$ cat src/rtl/fsmc_pkg.sv
package fsmc_pkg;

  localparam int DUTY_BITS = 8;

  typedef logic [DUTY_BITS-1:0] duty_t;
  typedef logic [1:0]           level_t;
  typedef logic signed [7:0]    temp_t;

  localparam temp_t TEMP_T1 = 8'sd22;
  localparam temp_t TEMP_T2 = 8'sd25;
  localparam temp_t TEMP_T3 = 8'sd27;
  localparam temp_t TEMP_T4 = 8'sd30;
  localparam temp_t TEMP_T5 = 8'sd33;

  localparam duty_t AUTO_D0 = DUTY_BITS'(0);
  localparam duty_t AUTO_D1 = DUTY_BITS'(70);
  localparam duty_t AUTO_D2 = DUTY_BITS'(100);
  localparam duty_t AUTO_D3 = DUTY_BITS'(130);
  localparam duty_t AUTO_D4 = DUTY_BITS'(170);
  localparam duty_t AUTO_D5 = DUTY_BITS'(200);

  localparam duty_t MAN_D0 = DUTY_BITS'(0);
  localparam duty_t MAN_D1 = DUTY_BITS'(60);
  localparam duty_t MAN_D2 = DUTY_BITS'(110);
  localparam duty_t MAN_D3 = DUTY_BITS'(180);

  function automatic duty_t level_duty(level_t lvl);
    duty_t d;
    case (lvl)
      2'd0:    d = MAN_D0;
      2'd1:    d = MAN_D1;
      2'd2:    d = MAN_D2;
      default: d = MAN_D3;
    endcase
    return d;
  endfunction

  function automatic duty_t auto_duty(temp_t t);
    duty_t d;
    if (t >= TEMP_T5) begin
      d = AUTO_D5;
    end else if (t >= TEMP_T4) begin
      d = AUTO_D4;
    end else if (t >= TEMP_T3) begin
      d = AUTO_D3;
    end else if (t >= TEMP_T2) begin
      d = AUTO_D2;
    end else if (t >= TEMP_T1) begin
      d = AUTO_D1;
    end else begin
      d = AUTO_D0;
    end
    return d;
  endfunction

endpackage

$ cat src/rtl/fan_speed_mode_controller.sv
// Fan speed and mode controller. Each input word is one sample tick with two
// button flags and a signed temperature; each tick yields exactly one output
// word with the fan duty, a duty-changed flag, the mode and the speed level.
// A press counts when a flag is seen on two consecutive ticks after a
// release. One word is accepted every clock cycle while in_ready is high; a word
// passes an input register and then an output register, where its result is
// presented; a stall on the output side keeps it in the input register. While
// a result waits, the input register takes one more word, then in_ready drops
// until the output word is taken.
module fan_speed_mode_controller
  import fsmc_pkg::*;
(
  input  logic                 clk,
  input  logic                 rst,
  input  logic                 in_valid,
  output logic                 in_ready,
  input  logic                 button_one_pressed,
  input  logic                 button_two_pressed,
  input  logic signed [7:0]    temperature,
  output logic                 out_valid,
  input  logic                 out_ready,
  output logic [DUTY_BITS-1:0] duty,
  output logic                 duty_changed,
  output logic                 auto_mode,
  output logic [1:0]           speed_level
);

  logic   s1_valid;
  logic   s1_b1;
  logic   s1_b2;
  temp_t  s1_temp;

  logic   mode_flag;
  level_t level_count;
  duty_t  last_duty;
  logic   one_prev;
  logic   one_wait;
  logic   two_prev;
  logic   two_wait;

  logic   s2_take;
  logic   s1_take;
  logic   one_hit;
  logic   two_hit;
  level_t level_step;
  level_t level_next;
  logic   mode_next;
  duty_t  duty_next;

  assign s2_take  = s1_valid && (!out_valid || out_ready);
  assign in_ready = !s1_valid || s2_take;
  assign s1_take  = in_valid && in_ready;

  always_comb begin
    one_hit    = !mode_flag && s1_b1 && one_prev && !one_wait;
    level_step = one_hit ? level_count + 2'd1 : level_count;
    two_hit    = s1_b2 && two_prev && !two_wait;
    mode_next  = mode_flag ^ two_hit;
    level_next = two_hit ? 2'd0 : level_step;
    duty_next  = mode_next ? auto_duty(s1_temp) : level_duty(level_next);
  end

  always_ff @(posedge clk) begin
    if (rst) begin
      s1_valid <= 1'b0;
    end else if (in_ready) begin
      s1_valid <= in_valid;
    end
    if (s1_take) begin
      s1_b1   <= button_one_pressed;
      s1_b2   <= button_two_pressed;
      s1_temp <= temperature;
    end
  end

  always_ff @(posedge clk) begin
    if (rst) begin
      mode_flag   <= 1'b0;
      level_count <= 2'd0;
      last_duty   <= '0;
      one_prev    <= 1'b0;
      one_wait    <= 1'b0;
      two_prev    <= 1'b0;
      two_wait    <= 1'b0;
      out_valid   <= 1'b0;
    end else begin
      if (out_valid && out_ready) begin
        out_valid <= 1'b0;
      end
      if (s2_take) begin
        mode_flag   <= mode_next;
        level_count <= level_next;
        last_duty   <= duty_next;
        one_prev    <= s1_b1;
        one_wait    <= s1_b1 && (one_wait || one_hit);
        two_prev    <= s1_b2;
        two_wait    <= s1_b2 && (two_wait || two_hit);
        out_valid   <= 1'b1;
      end
    end
  end

  always_ff @(posedge clk) begin
    if (s2_take) begin
      duty         <= duty_next;
      duty_changed <= duty_next != last_duty;
      auto_mode    <= mode_next;
      speed_level  <= level_next;
    end
  end

endmodule

$ cat config.mk
export PLATFORM = sky130hd
export DESIGN_NAME = fan_speed_mode_controller
export DESIGN_NICKNAME = d
export VERILOG_FILES = /design/src/rtl/fsmc_pkg.sv /design/src/rtl/fan_speed_mode_controller.sv
export SDC_FILE = /design/constraint.sdc
export NUM_CORES = 1
export LEC_CHECK = 0
export BUFFER_PORTS_ARGS = -buffer_cell sky130_fd_sc_hd__buf_2
export CORE_MARGIN = 4
export CORE_UTILIZATION = 53
export CTS_BUF_LIST = sky130_fd_sc_hd__clkbuf_4 sky130_fd_sc_hd__clkbuf_8 sky130_fd_sc_hd__clkbuf_16
export CTS_CLUSTER_DIAMETER = 100
export DETAILED_ROUTE_END_ITERATION = 8
export PLACE_DENSITY_LB_ADDON = 0.25
export SLEW_MARGIN = 20
export SYNTH_ARGS = -nofsm -noshare
export SYNTH_HDL_FRONTEND = slang
export SYNTH_SLANG_ARGS = --single-unit
export TNS_END_PERCENT = 1
$ cat constraint.sdc
create_clock -name clk -period 2.9 [get_ports clk]
set_input_delay 0.725 -clock clk [delete_from_list [all_inputs] [get_ports clk]]
set_output_delay 0.725 -clock clk [all_outputs]
set_load 0.1 [all_outputs]
## After elaboration in Yosys (flattened, before gate mapping)

Cells that the tools add are included.

| cells by class | value |
|---|---|
| add/sub/neg operators | 1 |
| reductions and logical operators | 21 |
| order comparisons | 5 |
| multiplexer cells | 11 |
| equality and inequality tests | 3 |
| div/mod/pow operators | 0 |
| multipliers | 0 |
| shift-type cells | 0 |
| bitwise logic cells | 1 |

Operators with widths:

| operator | count |
|---|---|
| 8-bit by 6-bit greater-or-equal comparator with 1-bit output (second input constant) | 4 |
| 8-bit two-way mux | 4 |
| 8-bit case mux with 3 select lines | 1 |
| 7-bit two-way mux | 2 |
| 1-bit logical AND | 10 |
| 8-bit by 7-bit greater-or-equal comparator with 1-bit output (second input constant) | 1 |
| 8-bit inequality test | 1 |
| 1-bit zero test | 5 |
| 1-bit logical OR | 4 |
| 2-bit two-way mux | 2 |
| 2-bit by 1-bit adder with 2-bit output (second input constant) | 1 |
| 2-bit by 1-bit equality test with 1-bit output (second input constant) | 1 |
| 2-bit equality test (second input constant) | 1 |
| 2-bit zero test | 1 |
| 1-bit two-way mux | 2 |
| 2-bit nonzero test | 1 |
| 1-bit bitwise XOR | 1 |

| word-level totals | value |
|---|---|
| register bits after elaboration | 39 |
| RAM bits | 0 |
| latch bits | 0 |
| memories | 0 |
| output and inout bits | 14 |
| input bits | 14 |
| ROM bits | 0 |

## Logic depth before layout (Yosys ltp)

Gate-level depths: netlist (run 1).

| logic depth | value |
|---|---|
| depth in word-level cells | 10 |
| depth in mapped cells | 10 |
| mapped depth without buffers | 10 |

## Least setup slack after synthesis (run 1)

No wires, ideal clock.

| timing path | value |
|---|---|
| path kind | register to register |
| start | reg out_valid |
| end | reg s1_b1, enable pin |
| cell stages (with the launch flop) | 4 |
| buffers on the path | 0 |
| arrival time | 2337 ps |
| required time | 2610 ps |
| period minus slack after synthesis | 2627 ps |
| path slack | 273 ps |
| cells stage by stage | dfxtp_1 -> nor2b_1 -> nand2_1 -> and2_1 |

| between the ends | value |
|---|---|
| longest elaborated chain between the ends | 5 |

Ends and longest elaborated chain:

| what | line | text |
|---|---|---|
| from (decl) | fan_speed_mode_controller.sv:20 | `output logic out_valid,` |
| from (signal assigned) | fan_speed_mode_controller.sv:85 | `out_valid <= 1'b0;` |
| from (signal assigned) | fan_speed_mode_controller.sv:88 | `out_valid <= 1'b0;` |
| from (signal assigned) | fan_speed_mode_controller.sv:98 | `out_valid <= 1'b1;` |
| 1-bit zero test | fan_speed_mode_controller.sv:50 | `assign s2_take = s1_valid && (!out_valid \|\| out_ready);` |
| 1-bit logical OR | fan_speed_mode_controller.sv:50 |  |
| 1-bit logical AND | fan_speed_mode_controller.sv:50 |  |
| 1-bit logical OR | fan_speed_mode_controller.sv:51 | `assign in_ready = !s1_valid \|\| s2_take;` |
| named net in_ready | fan_speed_mode_controller.sv:16 | `output logic in_ready,` |
| 1-bit logical AND | fan_speed_mode_controller.sv:52 | `assign s1_take = in_valid && in_ready;` |
| named net s1_take | fan_speed_mode_controller.sv:42 | `logic s1_take;` |
| to (signal assigned) | fan_speed_mode_controller.sv:70 | `s1_b1 <= button_one_pressed;` |
| to (decl) | fan_speed_mode_controller.sv:29 | `logic s1_b1;` |

The timed path passes the listed nets, and every way through them passes these cells.
A chain may end at the register's enable or synchronous reset.

## Final worst setup path (run 1)

| timing path | value |
|---|---|
| start | reg mode_flag |
| end | reg duty_changed (data pin) |

| between the ends | value |
|---|---|
| longest elaborated chain between the ends | 10 |
| elaborated cells between the ends (all ways) | 13 |

Ends and longest elaborated chain:

| what | line | text |
|---|---|---|
| from (decl) | fan_speed_mode_controller.sv:33 | `logic mode_flag;` |
| from (signal assigned) | fan_speed_mode_controller.sv:91 | `mode_flag <= mode_next;` |
| 1-bit zero test (*) | fan_speed_mode_controller.sv:55 | `one_hit = !mode_flag && s1_b1 && one_prev && !one_wait;` |
| 1-bit logical AND (*) (3 in series) | fan_speed_mode_controller.sv:55 |  |
| 2-bit two-way mux (*) | fan_speed_mode_controller.sv:56 | `level_step = one_hit ? level_count + 2'd1 : level_count;` |
| 2-bit two-way mux (*) | fan_speed_mode_controller.sv:59 | `level_next = two_hit ? 2'd0 : level_step;` |
| named net level_next[1] | fan_speed_mode_controller.sv:46 | `level_t level_next;` |
| 2-bit equality test (tied with other cells) | fsmc_pkg.sv:29 | `case (lvl)` |
| 8-bit case mux with 3 select lines (*) | fsmc_pkg.sv:29 |  |
| 8-bit two-way mux (*) | fan_speed_mode_controller.sv:60 | `duty_next = mode_next ? auto_duty(s1_temp) : level_duty(level_next);` |
| 8-bit inequality test (*) | fan_speed_mode_controller.sv:106 | `duty_changed <= duty_next != last_duty;` |
| to (signal assigned) | fan_speed_mode_controller.sv:106 |  |
| to (decl) | fan_speed_mode_controller.sv:23 | `output logic duty_changed,` |

Mark *: on every way through the listed nets, which the timed path passes. The rest lies on a longest branch.

==> results of run 1 <==
[cells in the final DEF, fill, tap and decap left out, types with 2 or more instances in the layout]
cell / Yosys / final
nand3_1: 3 / 3
ha_1: 3 / 3
a31oi_1: 3 / 3
xor2_1: 3 / 3
o21ai_0: 4 / 4
a21oi_1: 16 / 16
nand2b_1: 3 / 3
buf_2: 0 / 26
dfxtp_1: 16 / 16
a21o_1: 2 / 2
nand2_1: 17 / 17
o21bai_1: 2 / 2
edfxtp_1: 21 / 21
nor3_1: 7 / 7
nor2_1: 25 / 25
clkbuf_4: 0 / 6
xnor2_1: 3 / 3
inv_1: 5 / 5
[layout make-up]
cell class              instances  area [um2]  area share [%]
flip-flops and latches         37         951            49.5
multi-input cells             113         699            36.4
repair buffers                 27         138            7.17
well taps                      44        55.1            2.87
clock buffers                   6        45.0            2.35
inverters                       7        28.8            1.50
clock inverters                 1        3.75           0.195
[tightest hold or removal path, cell delays in order (launching register included)]
cell	delay, ps
dfxtp_1	330
nand2_1	50
a21oi_1	50
[where the power goes]
| part | total [mW] | switching, mW | internal [mW] |
|---|---|---|---|
| logic | 0.156 | 0.116 | 0.0403 |
| registers | 0.594 | 0.0148 | 0.580 |
| clock network | 0.248 | 0.151 | 0.0973 |
| total | 0.999 | 0.281 | 0.717 |
[stage by stage]
step | util [%] | setup slack (ps)
floorplan | - | 273
global placement | 60.8 | 468
detailed placement | 60.8 | 321
CTS | 62.4 | 306
global route | 62.4 | 168
finish | 62.4 | 328
[state kept, by name, indices dropped and copies added, names as in the netlist]
| register | cells |
|---|---|
| duty_changed | 1 |
| two_wait | 1 |
| speed_level | 2 |
| last_duty | 7 |
| one_prev | 1 |
| mode_flag | 1 |
| s1_b1 | 1 |
| out_valid | 1 |
| one_wait | 1 |
| s1_temp | 8 |
| two_prev | 1 |
| s1_b2 | 1 |
| duty | 7 |
| s1_valid | 1 |
| auto_mode | 1 |
| level_count | 2 |
[worst max path at each step]
stage	to	cells past startpoint
2_1_floorplan	s1_b1	3
3_3_place_gp	duty_changed	10
3_5_place_dp	duty_changed	10
4_1_cts	duty_changed	10
5_1_grt	duty_changed	10
6_report	duty_changed	10
[Yosys cell counts (2+ instances only)]
| cell | number | area share [%] |
|---|---|---|
| a21o_1 | 2 | 0.88 |
| a21oi_1 | 16 | 4.7 |
| a31oi_1 | 3 | 1.1 |
| clkbuf_1 | 4 | 0.88 |
| dfxtp_1 | 16 | 19 |
| edfxtp_1 | 21 | 37 |
| ha_1 | 3 | 2.2 |
| inv_1 | 5 | 1.1 |
| nand2_1 | 17 | 3.7 |
| nand2b_1 | 3 | 1.1 |
| nand3_1 | 3 | 0.88 |
| nor2_1 | 25 | 5.5 |
| nor3_1 | 7 | 2.1 |
| o21ai_0 | 4 | 1.2 |
| o21bai_1 | 2 | 0.88 |
| xnor2_1 | 3 | 1.5 |
| xor2_1 | 3 | 1.5 |
[cell families after synthesis]
logic type,share of synthesized area [%]
simple gates,18.2
flops,55.8
mux,2.57
other cells,0.220
compound gates,13.1
xor+xnor,4.70
fa+ha+maj,2.20
buf+inv,3.23
[routing by layer]
| metal | vias up | track usage, % |
|---|---|---|
| met5 | - | 0 |
| met4 | 0 | 8.71 |
| met3 | 5 | 4.16 |
| met2 | 40 | 26.8 |
| met1 | 586 | 17.4 |
| li1 | 633 | - |
==> flow_metrics.env, run 1 <==
export IMPL_status="finished clean"
export IMPL_drt_vias_per_instance=5.38
export IMPL_hold_end="last_duty[5]"
export IMPL_hold_depth=2
export IMPL_cp_startpoint="mode_flag"
export IMPL_postSynthCellCount=163
export IMPL_syn_to_final_growth_pct=12.6
export IMPL_firstDrtPassIters=4
export IMPL_finalHoldViolCount=0
export IMPL_max_slew_margin_rel_pct=53.1
export IMPL_holdWs_ps=478
export IMPL_clockRootBuffer="clkbuf_4"
export IMPL_highest_layer="met4"
export IMPL_h_tree_depth=2
export IMPL_track_usage_pct=15.6
export IMPL_slew_viol_final=0
export IMPL_totalWireLength_mm=2.93
export IMPL_grt_pass1_wl_mm=5.00
export IMPL_p_leak_nw=0.765
export IMPL_ant_nets=0
export IMPL_hold_class="reg2reg"
export IMPL_cts_resized=0
export IMPL_synth_area_um2=1710
export IMPL_fp_coreArea_um2=3080
export IMPL_worst_pin_slew_ps=703
export IMPL_fmax_mhz=389
export IMPL_dr_wl_met2_mm=1.46
export IMPL_wl_met1_mm=1.19
export IMPL_grt_max_degree=23
export IMPL_portBuffers=26
export IMPL_grt_pass1_vias=1165
export IMPL_ir_worst_vdd_mv=0.242
export IMPL_worstPathCellList="and4bb_2 > nand2_1 > xor2_1 > nor2_1 > inv_1 > ha_1 > mux2i_4 > xnor2_1 > a2111oi_2 > nand4_1"
export IMPL_antenna_found_initial=0
export IMPL_synth_warning_count=0
export IMPL_clock_latency_ps=340
export IMPL_chipWidth_um=64.7
export IMPL_synth_top_flop_cell="edfxtp_1"
export IMPL_place_gp_congestion=0.802
export IMPL_timing_rr_start="mode_flag"
export IMPL_dieArea_um2=4190
export IMPL_place_area_um2=1870
export IMPL_antennaDiodeCount=0
export IMPL_synth_nets=180
export IMPL_rows=20
export IMPL_place_inst=228
export IMPL_critPathTopFamily="simple AND/OR/NAND/NOR gates"
export IMPL_final_setup_skew_ps=8.32
export IMPL_drc=0
export IMPL_nNetsFinal=208
export IMPL_worstSetupPathType="reg2reg"
export IMPL_cp_required_ps=2980
export IMPL_total_power_mw=0.999
export IMPL_post_route_period_util_pct=88.7
export IMPL_cts_hold_buf=0
export IMPL_synth_area_per_cell_um2=10.5
export IMPL_cp_slowest_stage_delay_ps=390
export IMPL_vias=1264
export IMPL_clk_pin_slew_ps=90
export IMPL_end_kind="flip-flop"
export IMPL_reg2regPathDepth=10
export IMPL_fin_crit_ps=2570
export IMPL_p_per_area_nw_per_um2=520
export IMPL_drive_gt1_share_pct=22.5
export IMPL_r2r_end="duty_changed"
export IMPL_hpwl_mm=2.22
export IMPL_stdcell_count=235
export IMPL_cts_setup_buffers=0
export IMPL_ys_seq_elements=37
export IMPL_synth_edf_count=21
export IMPL_cts_path_max_buffers=2
export IMPL_synth_seq_area_share_pct=55.8
export IMPL_critPathMaxFanout=8
export IMPL_start_kind="flip-flop"
export IMPL_wl_per_cell_um=12.5
export IMPL_clock_sinks=37
export IMPL_worst_path_buf_inv=1
export IMPL_setup_viol_count_final=0
export IMPL_cts_buffers=5
export IMPL_start_util_pct=55.4
export IMPL_overflow=0
export IMPL_rrSetupSlack_ps=330
export IMPL_cap_violations=0
export IMPL_finalInstanceArea_um2=1920
export IMPL_synthDistinctLibCells=43
export IMPL_wl_met3_um=229
export IMPL_cts_tree="yes"
export IMPL_finalSetupTns_ps=0
export IMPL_initialDrtViolationCount=39
export IMPL_arrival_ps=2650
export IMPL_hold_start="last_duty[5]"
export IMPL_die_height_um=64.7
export IMPL_synthArstFlopShare_pct=0
export IMPL_cpMaxStageDelayCell="dfxtp_1"
export IMPL_rsz0062_at_grt="false"
export IMPL_fillers=268
export IMPL_io_pins=28
Power figures use the tool's default switching activity.
==> run 2: changes to the inputs <==
--- a/config.mk
+++ b/config.mk
@@ -6,7 +6,6 @@
 export NUM_CORES = 1
 export LEC_CHECK = 0
 export BUFFER_PORTS_ARGS = -buffer_cell sky130_fd_sc_hd__buf_2
-export CORE_MARGIN = 4
 export CORE_UTILIZATION = 53
 export CTS_BUF_LIST = sky130_fd_sc_hd__clkbuf_4 sky130_fd_sc_hd__clkbuf_8 sky130_fd_sc_hd__clkbuf_16
 export CTS_CLUSTER_DIAMETER = 100
==> run 2 against run 1 <==
  * Combinational power about the same
  * Clock power increased by 2%
  * Count of clock-buffer cells in the layout unchanged
  * Die area decreased by 18%
  * Sequential cell count unchanged
  * Final area unchanged
  * Power increased by 0.59%
  * Final cell count unchanged
  * Critical path depth unchanged
  * Critical path type unchanged
  * Largest power group unchanged
==> flow_metrics.env, run 2 (synthesis gave the netlist of run 1 again) <==
export IMPL_drt_vias_per_instance=5.46
export IMPL_clockRootBuffer="clkbuf_4"
export IMPL_p_leak_nw=0.765
export IMPL_power_switching_mw=0.287
export IMPL_clock_sinks=37
export IMPL_start_util_pct=55.9
export IMPL_cap_violations=0
export IMPL_fp_coreArea_um2=3050
export IMPL_max_slew_margin_rel_pct=51.3
export IMPL_final_setup_skew_ps=6.63
export IMPL_start_kind="flip-flop"
export IMPL_cts_hold_buf=0
export IMPL_switching_share_pct=28.6
export IMPL_cp_slowest_stage_delay_ps=390
export IMPL_io_pins=28
export IMPL_combPwrFrac_pct=15.7
export IMPL_totalWireLength_mm=3.01
export IMPL_cp_required_ps=2990
export IMPL_hold_class="reg2reg"
export IMPL_regMostFlops="s1_temp"
export IMPL_dieArea_um2=3450
export IMPL_cts_setup_buffers=0
export IMPL_ir_worst_vdd_mv=0.378
export IMPL_r2r_end="duty_changed"
export IMPL_p_int_mw=0.717
export IMPL_vias=1283
export IMPL_grt_pass1_vias=1157
export IMPL_overflow=0
export IMPL_wl_per_cell_um=12.8
export IMPL_finalSetupTns_ps=0
export IMPL_clk_pin_slew_ps=100
export IMPL_fmax_mhz=399
export IMPL_worstPathCellList="and4bb_2 > nand2_1 > xor2_1 > nor2_1 > inv_1 > ha_1 > mux2i_4 > xnor2_1 > a2111oi_2 > nand4_1"
export IMPL_power_frac_clock_pct=25.1
export IMPL_cp_startpoint="mode_flag"
export IMPL_initialDrtViolationCount=51
export IMPL_hpwl_mm=2.18
export IMPL_cts_path_max_buffers=2
export IMPL_rsz0062_at_grt="false"
export IMPL_fin_crit_ps=2500
export IMPL_cts_tree="yes"
export IMPL_endpoint="duty_changed"
export IMPL_cpMaxStageDelayCell="dfxtp_1"
export IMPL_cts_buffers=5
export IMPL_drive_gt1_share_pct=22.5
export IMPL_nNetsFinal=208
export IMPL_antenna_found_initial=0
export IMPL_critPathMaxFanout=8
export IMPL_arrival_ps=2590
export IMPL_worst_slack_ps=395
export IMPL_grt_pass1_wl_mm=4.93
export IMPL_seqPwrFrac_pct=59.2
export IMPL_largest_register_ffs=8
export IMPL_syn_to_final_growth_pct=12.6
export IMPL_rrSetupSlack_ps=400
export IMPL_drc=0
export IMPL_die_height_um=58.7
export IMPL_timing_rr_start="mode_flag"
export IMPL_h_tree_depth=2
export IMPL_pre_cts_slack_ps=388
export IMPL_grt_max_degree=23
export IMPL_status="finished clean"
export IMPL_antennaDiodeCount=0
export IMPL_setup_viol_count_final=0
export IMPL_end_kind="flip-flop"
export IMPL_place_gp_congestion=0.817
export IMPL_final_cell_mix="26 x buf_2, 25 x nor2_1, 21 x edfxtp_1"
export IMPL_rows=20
export IMPL_reg_top3="s1_temp (8), duty (7), last_duty (7)"
export IMPL_post_route_period_util_pct=86.4
export IMPL_final_common_cell="buf_2"
export IMPL_cts_resized=0
export IMPL_worst_pin_slew_ps=730
export IMPL_clock_latency_ps=340
export IMPL_track_usage_pct=19.7
export IMPL_finalHoldViolCount=0
export IMPL_chipWidth_um=58.7
export IMPL_worstSetupPathType="reg2reg"
export IMPL_ant_nets=0
export IMPL_firstDrtPassIters=4
export IMPL_p_per_area_nw_per_um2=523
export IMPL_portBuffers=26
export IMPL_slew_viol_final=0
export IMPL_reg2regPathDepth=10
==> run 2: cell counts in the layout (fill, tap and decap cells not counted) <==
No cell type changed its count.
==> run 2: metrics by stage <==
step	util [%]	total power, mW	area, um2	instances	hold WS (ps)
after CTS	62.9	1.01	1920	235	475
after global placement	61.3	0.759	1870	228	457
after detailed placement	61.3	0.763	1870	228	461
after floorplan	-	0.733	1710	163	445
after global routing	62.9	1.04	1920	235	494
final	62.9	1.00	1920	235	475
==> run 2: worst min path at each step <==
stage	endpoint	depth (start not counted)	slack, ps	startpoint
after floorplan	one_prev	2	450	one_prev
after global placement	last_duty[5]	2	460	last_duty[5]
after detailed placement	last_duty[5]	2	460	last_duty[5]
after CTS	last_duty[5]	2	480	last_duty[5]
after global routing	last_duty[5]	2	490	last_duty[5]
final	last_duty[5]	2	470	last_duty[5]
==> run 2: layout make-up <==
cell class                      instances  area, um2
Clock buffer                            6       45.0
Clock inverter                          1       3.75
Fill cell                             256       1130
Inverter                                7       28.8
Multi-Input combinational cell        113        699
Sequential cell                        37        951
Tap cell                               44       55.1
Timing Repair Buffer                   27        138
==> run 2: critical path: cells and delay by family (launching register included) <==
family / cells / cell delay, ps
xor gates and xnor gates: 2 / 230
buffers and inverters: 1 / 80
and+or+nand+nor: 4 / 790
AOI/OAI and AO/OA: 1 / 270
adders and majority gates: 1 / 310
DFF: 1 / 390
muxes: 1 / 180
==> run 2: metal layers <==
layer	part of all wire, %	track usage [%]	up-vias
li1	-	-	632
met1	41	22.9	596
met2	50	33.0	46
met3	5.8	4.62	9
met4	2.5	12.2	0
met5	0	0	-
==> run 2: power by group through the flow <==
stage	Clock [mW]	Sequential, mW	Combinational, mW
final	0.252	0.595	0.158
after CTS	0.257	0.595	0.157
after global placement	0	0.606	0.153
after detailed placement	0	0.607	0.156
after floorplan	0	0.662	0.0707
after global routing	0.280	0.597	0.168
